File: src/hw/rtl/mrld_pkg.sv
// ----------------------------------------------------------------------------
// mrld_pkg
// shared types and constants for the mixed run-length line decoder
// ----------------------------------------------------------------------------
`default_nettype none

package mrld_pkg;

  localparam int unsigned MAX_CHANNELS = 4;
  localparam int unsigned APB_AW       = 4;

  // register byte addresses
  localparam logic [APB_AW-1:0] REG_MODE_ADDR  = 4'h0;
  localparam logic [APB_AW-1:0] REG_CHAN_ADDR  = 4'h4;
  localparam logic [APB_AW-1:0] REG_WIDTH_ADDR = 4'h8;

  // register reset values
  localparam logic [2:0]  CHAN_RESET  = 3'd3;
  localparam logic [15:0] WIDTH_RESET = 16'd512;

  // mixed mode header codes
  localparam logic [7:0] HDR_LONG_RUN = 8'd128;
  localparam logic [7:0] HDR_RUN_BIAS = 8'd127;

  typedef enum logic [1:0] {
    MODE_RAW   = 2'd0,
    MODE_PURE  = 2'd1,
    MODE_MIXED = 2'd2,
    MODE_NONE  = 2'd3
  } enc_mode_e;

  typedef enum logic [1:0] {
    PH_HEADER  = 2'd0,
    PH_LONG_HI = 2'd1,
    PH_LONG_LO = 2'd2,
    PH_COLLECT = 2'd3
  } phase_e;

  typedef struct packed {
    enc_mode_e   mode;
    logic [2:0]  chan;
    logic [15:0] width;
  } cfg_t;

  typedef struct packed {
    logic [31:0] pixel_value;
    logic [15:0] repeat_count;
    logic        end_of_line;
    logic        overrun;
  } res_t;

endpackage

`default_nettype wire

File: src/hw/rtl/mixed_rle_line_decoder.sv
// ----------------------------------------------------------------------------
// mixed_rle_line_decoder
// byte-stream run-length decoder for one channel packet line
// ----------------------------------------------------------------------------
// Takes one compressed byte per word on the input stream and gives one word
// per finished pixel or run: pixel value, repeat count, end of line on tlast
// and a clipped-run flag on tuser. Modes are uncompressed, pure run-length
// (count byte then value) and mixed run-length (128 then a 16-bit big-endian
// count, 129..255 for runs of header-127, 0..127 for header+1 raw pixels).
// The block accepts one byte every cycle and keeps that rate as long as the
// output side is ready; a byte passes an input register, the decode logic and
// the result register. A fourth mode, none, takes bytes and gives no word.
// Runs of length zero give no word; runs past the line end are cut and
// flagged. Writing any register clears the parse state and line position;
// write only while the block is idle.
`default_nettype none

module mixed_rle_line_decoder (
  input  wire logic                         clk_i,
  input  wire logic                         rst_ni,
  // config port
  input  wire logic                         psel,
  input  wire logic                         penable,
  input  wire logic                         pwrite,
  input  wire logic [mrld_pkg::APB_AW-1:0]  paddr,
  input  wire logic [31:0]                  pwdata,
  output logic [31:0]                       prdata,
  output logic                              pready,
  // compressed byte stream
  input  wire logic                         s_axis_tvalid,
  output logic                              s_axis_tready,
  input  wire logic [7:0]                   s_axis_tdata,  // data_byte
  // decoded runs
  output logic                              m_axis_tvalid,
  input  wire logic                         m_axis_tready,
  output logic [47:0]                       m_axis_tdata,  // pixel_value, repeat_count
  output logic                              m_axis_tlast,  // end_of_line
  output logic                              m_axis_tuser   // overrun
);
  import mrld_pkg::*;

  cfg_t cfg_q;
  logic cfg_wr;
  logic cfg_hit;

  logic       in_valid_q;
  logic [7:0] in_byte_q;
  logic       fire;
  logic       emit;
  logic       out_free;
  res_t       step_res;
  res_t       out_res;

  // register writes land on the access phase
  assign pready  = 1'b1;
  assign cfg_wr  = psel && penable && pwrite;
  assign cfg_hit = cfg_wr && ((paddr == REG_MODE_ADDR) || (paddr == REG_CHAN_ADDR) ||
                              (paddr == REG_WIDTH_ADDR));

  always_ff @(posedge clk_i or negedge rst_ni) begin
    if (!rst_ni) begin
      cfg_q.mode  <= MODE_MIXED;
      cfg_q.chan  <= CHAN_RESET;
      cfg_q.width <= WIDTH_RESET;
    end else if (cfg_wr) begin
      case (paddr)
        REG_MODE_ADDR:  cfg_q.mode  <= enc_mode_e'(pwdata[1:0]);
        REG_CHAN_ADDR:  cfg_q.chan  <= pwdata[2:0];
        REG_WIDTH_ADDR: cfg_q.width <= pwdata[15:0];
        default: ;
      endcase
    end
  end

  always_comb begin
    case (paddr)
      REG_MODE_ADDR:  prdata = {30'd0, cfg_q.mode};
      REG_CHAN_ADDR:  prdata = {29'd0, cfg_q.chan};
      REG_WIDTH_ADDR: prdata = {16'd0, cfg_q.width};
      default:        prdata = 32'd0;
    endcase
  end

  // input register: a held byte is decoded once the result register has room
  assign fire          = in_valid_q && out_free;
  assign s_axis_tready = !in_valid_q || fire;

  always_ff @(posedge clk_i or negedge rst_ni) begin
    if (!rst_ni) begin
      in_valid_q <= 1'b0;
    end else if (s_axis_tready) begin
      in_valid_q <= s_axis_tvalid;
    end
  end

  always_ff @(posedge clk_i) begin
    if (s_axis_tready && s_axis_tvalid) begin
      in_byte_q <= s_axis_tdata;
    end
  end

  mrld_step u_step (
    .clk_i   (clk_i),
    .rst_ni  (rst_ni),
    .cfg_i   (cfg_q),
    .clear_i (cfg_hit),
    .fire_i  (fire),
    .byte_i  (in_byte_q),
    .emit_o  (emit),
    .res_o   (step_res)
  );

  mrld_out_reg u_out (
    .clk_i   (clk_i),
    .rst_ni  (rst_ni),
    .load_i  (fire && emit),
    .res_i   (step_res),
    .free_o  (out_free),
    .valid_o (m_axis_tvalid),
    .ready_i (m_axis_tready),
    .res_o   (out_res)
  );

  assign m_axis_tdata = {out_res.repeat_count, out_res.pixel_value};
  assign m_axis_tlast = out_res.end_of_line;
  assign m_axis_tuser = out_res.overrun;

endmodule

`default_nettype wire

File: src/hw/rtl/mrld_step.sv
// ----------------------------------------------------------------------------
// mrld_step
// parse state and per-byte decode, one byte per cycle while fire_i is high
// ----------------------------------------------------------------------------
`default_nettype none

module mrld_step (
  input  wire logic          clk_i,
  input  wire logic          rst_ni,
  input  wire mrld_pkg::cfg_t cfg_i,
  input  wire logic          clear_i,
  input  wire logic          fire_i,
  input  wire logic [7:0]    byte_i,
  output logic               emit_o,
  output mrld_pkg::res_t     res_o
);
  import mrld_pkg::*;

  phase_e      phase_q, phase_d;
  logic        raw_q, raw_d;
  logic [15:0] left_q, left_d;
  logic [1:0]  bip_q, bip_d;
  logic [31:0] asm_q, asm_d;
  logic [15:0] done_q, done_d;

  logic [2:0]  eff_ch;
  logic [15:0] eff_w;
  logic [31:0] asm_shift;
  logic        col_done;
  logic        want;
  logic [15:0] cnt;
  logic [15:0] remaining;
  logic [15:0] left_dec;
  logic        hit_end;

  always_comb begin
    if (cfg_i.chan == 3'd0) begin
      eff_ch = 3'd1;
    end else if (cfg_i.chan > 3'(MAX_CHANNELS)) begin
      eff_ch = 3'(MAX_CHANNELS);
    end else begin
      eff_ch = cfg_i.chan;
    end
    eff_w = (cfg_i.width == 16'd0) ? 16'd1 : cfg_i.width;
  end

  assign asm_shift = {asm_q[23:0], byte_i};
  assign col_done  = (({1'b0, bip_q}) + 3'd1) >= eff_ch;
  assign left_dec  = (left_q != 16'd0) ? left_q - 16'd1 : left_q;
  assign remaining = eff_w - done_q;

  always_comb begin
    phase_d = phase_q;
    raw_d   = raw_q;
    left_d  = left_q;
    bip_d   = bip_q;
    asm_d   = asm_q;
    want    = 1'b0;
    cnt     = 16'd1;
    case (cfg_i.mode)
      MODE_NONE: begin
      end
      MODE_RAW: begin
        asm_d = col_done ? 32'd0 : asm_shift;
        bip_d = col_done ? 2'd0 : bip_q + 2'd1;
        want  = col_done;
      end
      default: begin
        case (phase_q)
          PH_HEADER: begin
            bip_d = 2'd0;
            asm_d = 32'd0;
            if (cfg_i.mode == MODE_PURE) begin
              left_d  = {8'd0, byte_i};
              raw_d   = 1'b0;
              phase_d = PH_COLLECT;
            end else if (byte_i == HDR_LONG_RUN) begin
              phase_d = PH_LONG_HI;
            end else if (byte_i > HDR_LONG_RUN) begin
              left_d  = {8'd0, byte_i - HDR_RUN_BIAS};
              raw_d   = 1'b0;
              phase_d = PH_COLLECT;
            end else begin
              left_d  = {8'd0, byte_i} + 16'd1;
              raw_d   = 1'b1;
              phase_d = PH_COLLECT;
            end
          end
          PH_LONG_HI: begin
            left_d  = {byte_i, 8'd0};
            phase_d = PH_LONG_LO;
          end
          PH_LONG_LO: begin
            left_d  = {left_q[15:8], byte_i};
            raw_d   = 1'b0;
            phase_d = PH_COLLECT;
          end
          PH_COLLECT: begin
            asm_d = col_done ? 32'd0 : asm_shift;
            bip_d = col_done ? 2'd0 : bip_q + 2'd1;
            if (col_done) begin
              want = 1'b1;
              if (raw_q) begin
                left_d = left_dec;
                if (left_dec == 16'd0) begin
                  phase_d = PH_HEADER;
                end
              end else begin
                cnt     = left_q;
                phase_d = PH_HEADER;
              end
            end
          end
          default: begin
            phase_d = PH_HEADER;
          end
        endcase
      end
    endcase
  end

  // clip the run at the line end
  assign hit_end = cnt >= remaining;
  assign emit_o  = want && (cnt != 16'd0);

  always_comb begin
    res_o.pixel_value  = asm_shift;
    res_o.repeat_count = hit_end ? remaining : cnt;
    res_o.end_of_line  = hit_end;
    res_o.overrun      = cnt > remaining;
    done_d             = done_q;
    if (emit_o) begin
      done_d = hit_end ? 16'd0 : done_q + cnt;
    end
  end

  always_ff @(posedge clk_i or negedge rst_ni) begin
    if (!rst_ni) begin
      phase_q <= PH_HEADER;
      raw_q   <= 1'b0;
      left_q  <= 16'd0;
      bip_q   <= 2'd0;
      asm_q   <= 32'd0;
      done_q  <= 16'd0;
    end else if (clear_i) begin
      phase_q <= PH_HEADER;
      raw_q   <= 1'b0;
      left_q  <= 16'd0;
      bip_q   <= 2'd0;
      asm_q   <= 32'd0;
      done_q  <= 16'd0;
    end else if (fire_i) begin
      phase_q <= phase_d;
      raw_q   <= raw_d;
      left_q  <= left_d;
      bip_q   <= bip_d;
      asm_q   <= asm_d;
      done_q  <= done_d;
    end
  end

endmodule

`default_nettype wire

File: src/hw/rtl/mrld_out_reg.sv
// ----------------------------------------------------------------------------
// mrld_out_reg
// result register on the output stream
// ----------------------------------------------------------------------------
`default_nettype none

module mrld_out_reg (
  input  wire logic           clk_i,
  input  wire logic           rst_ni,
  input  wire logic           load_i,
  input  wire mrld_pkg::res_t res_i,
  output logic                free_o,
  output logic                valid_o,
  input  wire logic           ready_i,
  output mrld_pkg::res_t      res_o
);
  import mrld_pkg::*;

  logic valid_q, valid_d;
  res_t res_q;

  assign free_o  = !valid_q || ready_i;
  assign valid_d = load_i || (valid_q && !ready_i);

  always_ff @(posedge clk_i or negedge rst_ni) begin
    if (!rst_ni) begin
      valid_q <= 1'b0;
    end else begin
      valid_q <= valid_d;
    end
  end

  always_ff @(posedge clk_i) begin
    if (load_i) begin
      res_q <= res_i;
    end
  end

  assign valid_o = valid_q;
  assign res_o   = res_q;

endmodule

`default_nettype wire

File: config.mk
export PLATFORM = sky130hd
export DESIGN_NAME = mixed_rle_line_decoder
export DESIGN_NICKNAME = d
export VERILOG_FILES = /design/src/hw/rtl/mrld_pkg.sv /design/src/hw/rtl/mixed_rle_line_decoder.sv /design/src/hw/rtl/mrld_step.sv /design/src/hw/rtl/mrld_out_reg.sv
export SDC_FILE = /design/constraint.sdc
export NUM_CORES = 1
export LEC_CHECK = 0
export ABC_AREA = 1
export BUFFER_PORTS_ARGS = -buffer_cell sky130_fd_sc_hd__buf_2
export CORE_MARGIN = 3
export CORE_UTILIZATION = 54
export DETAILED_ROUTE_END_ITERATION = 8
export PLACE_DENSITY = 0.76
export SYNTH_ARGS = -nofsm -noshare
export SYNTH_HDL_FRONTEND = slang
export SYNTH_SLANG_ARGS = --single-unit
File: constraint.sdc
create_clock -name clk_i -period 5.35 [get_ports clk_i]
set_input_delay 0.535 -clock clk_i [delete_from_list [all_inputs] [get_ports clk_i]]
set_output_delay 0.535 -clock clk_i [all_outputs]
set_load 0.02 [all_outputs]
; After elaboration in Yosys (flattened, before gate mapping)
; Index checks and enable logic that the tools add are counted.
[totals]
elab_cells = 134
out_inout_bits = 85
reg_bits = 142
inputBits = 51
[classes]
n_mux = 52
n_lt_le_gt_ge = 5
addsub = 7
reduce_logical = 38
eq_ne = 15
[op_table]
columns = op, count
row1 = $mux W16, 19
row2 = $pmux W24 S2, 2
row3 = $mux W24, 3
row4 = $pmux W16 S4, 1
row5 = $pmux W16 S3, 1
row6 = $logic_not A16 Y1, 2
row7 = $reduce_bool A16 Y1, 2
row8 = $mux W2, 11
row9 = $add A16 B16 Y16, 1
row10 = $ge A16 B16 Y1, 1
row11 = $gt A16 B16 Y1, 1
row12 = $sub A16 B1 Y16 const B, 1
row13 = $sub A16 B16 Y16, 1
row14 = $add A8 B1 Y9 const B, 1
row15 = $eq A8 B8 Y1 const B, 1
row16 = $gt A8 B8 Y1 const B, 1
row17 = $logic_and A1 B1 Y1, 8
row18 = $mux W1, 8
row19 = $pmux W2 S2, 2
row20 = $pmux W2 S4, 1
row21 = $reduce_and A2 Y1, 4
row22 = $reduce_and A4 Y1, 2
row23 = $sub A8 B7 Y8 const B, 1
row24 = $eq A2 B2 Y1 const B, 3
row25 = 26 further kinds, 39

; Longest topological paths before layout
[logic_depth]
word_depth = 12
depth_mapped = 23
ltp_nobuf = 22

; Modules after synthesis
; Synthesis repeated with hierarchy kept, for this count alone.
[unflattened]
cells_unflattened = 1153
hier_area_um2 = 9222.6
[by_module_without_submodules]
columns = module, cells_each, seq_area_each_um2, n_inst, area_each_um2
row1 = mrld_step, 910, 1526.5, 1, 6133.4
row2 = mrld_out_reg, 55, 1526.5, 1, 1546.5
row3 = mixed_rle_line_decoder, 188, 795.8, 1, 1542.7

; Worst setup path after synthesis
; No wires, ideal clock.
[synth_timing]
kind = register to register
startpoint = register cfg_q[1] (netlist bit)
endpoint = register u_out.res_q, in the netlist u_out.res_o[10], data pin
path_stages_with_launch = 23
arrival_time_ns = 3.459
path_slack_ns = 1.624
cell_sequence = dfrtp_1 -> inv_1 -> nand4_1 -> nor3_1 -> a41oi_1 -> ha_1 -> fa_1 -> o21ai_0 -> a21oi_1 -> inv_1 -> nand2_1 -> nand2_1 -> nand2_1 -> nand2_1 -> xor2_1 -> ha_1 -> nand4_1 -> inv_1 -> a21oi_1 -> nand3_1 -> inv_1 -> clkbuf_1 -> o21ai_0
[synth_rtl]
columns = item, line_no
row1 = from (decl), mixed_rle_line_decoder.sv:42  ; cfg_t cfg_q;
row2 = to (signal assigned), mrld_out_reg.sv:35  ; res_q <= res_i;
row3 = to (decl), mrld_out_reg.sv:20  ; res_t res_q;

==> impl_metrics.ini <==
[timing]
setup-violations-final = 0
finalSetupTns_ns = 0
hold_violations = 0
rsz0062_at_grt = false
slew_viol_final = 0
setup_slack_ns = 0.590
worst_pin_slew_ns = 1.19
fmax_mhz = 210
fin_worst_skew_ns = 0.0119
period_share_pct = 89.0
fin_crit_ns = 4.76
slew_headroom_pct = 20.9

[layout]
n_fill_cell = 1335
stdcell_area_um2 = 9980
drive_gt1_share_pct = 17.2
fin_nets = 1237
seqCellArea_um2 = 3850
multi_input_area_um2 = 4160
n_antenna_cell = 0
area_growth_pct = 13.6
layout.cells.non_filler = 1346

[synth]
yosysTopAreaCellShare_pct = 22.8
ys_seq_elements = 142
synth_cell_type_count = 50
yosysMostFrequentCell = nand2_1
yosys_warnings = 0
syn_inst = 1032
synth_edf_count = 58
synth_top_cell_by_area = dfrtp_1
netlist_area_um2 = 8780
synth_top_cells_by_area = dfrtp_1, edfxtp_1, ha_1
async_flop_share_pct = 59.2
synthTopCellsByCount = nand2_1, inv_1, nor2_1
avgSynthCellArea_um2 = 8.51
synth-main-ff-cell = dfrtp_1
ys_seq_area_share_pct = 43.8

[clock_tree]
cts_max_level = 4
cts-root-buf = clkbuf_16
cts_sinks = 142
clk_latency_ns = 0.44
numCtsBuffers = 17
path_clk_slew_ns = 0.07
cts_tree = yes
holdBufCountCts = 0
post_cts_buffers = 0
cts_buffer_depth = 2
cts_resized = 0

[pwr]
vdd_drop_max_uv = 293
p_leak_nw = 4.74
p_total_mw = 5.00
powerDensity_nw_per_um2 = 501

[floorplanning]
core_um2 = 15500
fp-row-count = 45
die_w_um = 134
start_util_pct = 56.5
die_h_um = 134
dieArea_um2 = 17800
pin_count = 136

[setup_path]
setup.worst_path.start_class = flip-flop
crit_type = flip-flop to flip-flop
r2r_start = cfg_q[12]
path_max_fanout = 30
rrSetupSlack_ns = 0.59
reg2reg_to = u_out.res_o[12]
critPathLaunch = cfg_q[12]
end_kind = flip-flop
rr_worst_depth = 20
crit_required_ns = 5.50
cp.arrival_ns = 4.91

[detailed_routing]
firstDrtPassIters = 7
post_drt_wl_per_cell_um = 15.0
drc = 0
num_vias = 7265
routed_via_density = 5.40
route.antenna.remaining_nets = 0
drtIter0Drc = 680
drt_wl_total_um = 20200

[global_route]
grt_pass1_wl_um = 32900
grtUsageTotal_pct = 23.1
grt_max_degree = 57
grt-ovfl-total = 0
grt_pass1_vias = 6836
antenna_found_initial = 0

[hold_path]
worstHoldPathType = input pin to async pin

[place]
post-place-cells = 1314
io_buffers = 102
dp_hpwl_um = 15100
place_congestion = 0.923
place_ws_ns = 0.669
placed_area_um2 = 9370

[run_status]
outcome = finished, final reports clean

[run]
drv_cap = 0
==> area by class of cell <==
cell class | count | area share (%)
repair buffers | 105 | 5.37
clock buffers | 17 | 4.26
multi-input cells | 706 | 41.6
clock inverters | 15 | 1.87
well taps | 211 | 2.65
flip-flops and latches | 142 | 38.6
inverters | 150 | 5.67
==> worst max path at each step <==
stage	end	slack, ns	depth (start not counted)
2_1_floorplan	u_out.res_o[10]	1.62	22
3_3_place_gp	u_out.res_o[5]	0.71	20
3_5_place_dp	u_out.res_o[12]	0.67	20
4_1_cts	u_out.res_o[12]	0.65	20
5_1_grt	u_out.res_o[5]	0.19	20
6_report	u_out.res_o[12]	0.59	20
==> cells by family after synthesis <==
logic type      Yosys count  synth area share [%]
simple gates            389                  20.5
compound gates          209                  14.0
buf+inv                 199                  9.57
xor+xnor                 27                  2.69
flops                   142                  43.8
fa+ha+maj                64                  9.29
other cells               2                0.0855
==> flip-flops by register name, summed over array words and instances (netlist names) <==
signal / flops
u_step.done_q: 16
u_out.res_o: 50
u_out.valid_o: 1
cfg_q: 21
u_step.left_q: 16
u_step.phase_q: 2
u_step.asm_q: 24
in_valid_q: 1
in_byte_q: 8
u_step.bip_q: 2
u_step.raw_q: 1
==> worst max-delay path: stages, from the launching register on <==
cell and delay (ns):
dfrtp_1 0.39, nor4_1 0.41, a41oi_1 0.19, ha_1 0.26
fa_1 0.40, o21ai_0 0.29, a21oi_1 0.19, inv_1 0.11
nand2_1 0.05, nand2_1 0.09, nand2_1 0.05, nand2_1 0.06
xor2_1 0.27, ha_1 0.29, nand4_1 0.13, inv_1 0.05
a21oi_1 0.22, nand3_1 0.14, buf_4 0.19, inv_1 0.48
o21ai_0 0.20
==> where the power goes <==
| group | internal, mW | leakage (nW) | switching, mW | total [mW] |
|---|---|---|---|---|
| registers | 1.46 | 1.63 | 0.203 | 1.67 |
| logic | 0.686 | 2.81 | 1.46 | 2.15 |
| clock network | 0.636 | 0.299 | 0.557 | 1.19 |
==> cell usage in the layout, fill, tap and decap left out, drive strengths merged, types with 11 or more instances in the layout <==
cell | netlist | routed
ha | 62 | 62
a21oi | 59 | 59
nand3 | 63 | 63
nor2 | 109 | 109
conb | 2 | 17
xnor2 | 11 | 11
xor2 | 16 | 16
clkbuf | 28 | 17
inv | 148 | 156
dfrtp | 80 | 80
nor3 | 13 | 13
nand2 | 190 | 190
o21ai | 89 | 89
o22ai | 28 | 28
buf | 21 | 105
edfxtp | 58 | 58
==> through the flow <==
step / utilization, % / hold WS (ns)
final: 64.2 / 0.0290
after global routing: 64.2 / 0.0563
after CTS: 64.2 / 0.0338
after detailed placement: 60.3 / 0.430
after global placement: 60.3 / 0.430
after floorplan: - / 0.239
==> routing by layer <==
layer  up-vias  wire length, µm  GRT usage, %
li1       3609                -             -
met1      3337             9250          32.7
met2       291             8920          35.6
met3        28             1680          4.87
met4         0              312          7.77
met5         -                0             0
(Power assumes the default switching activity.)
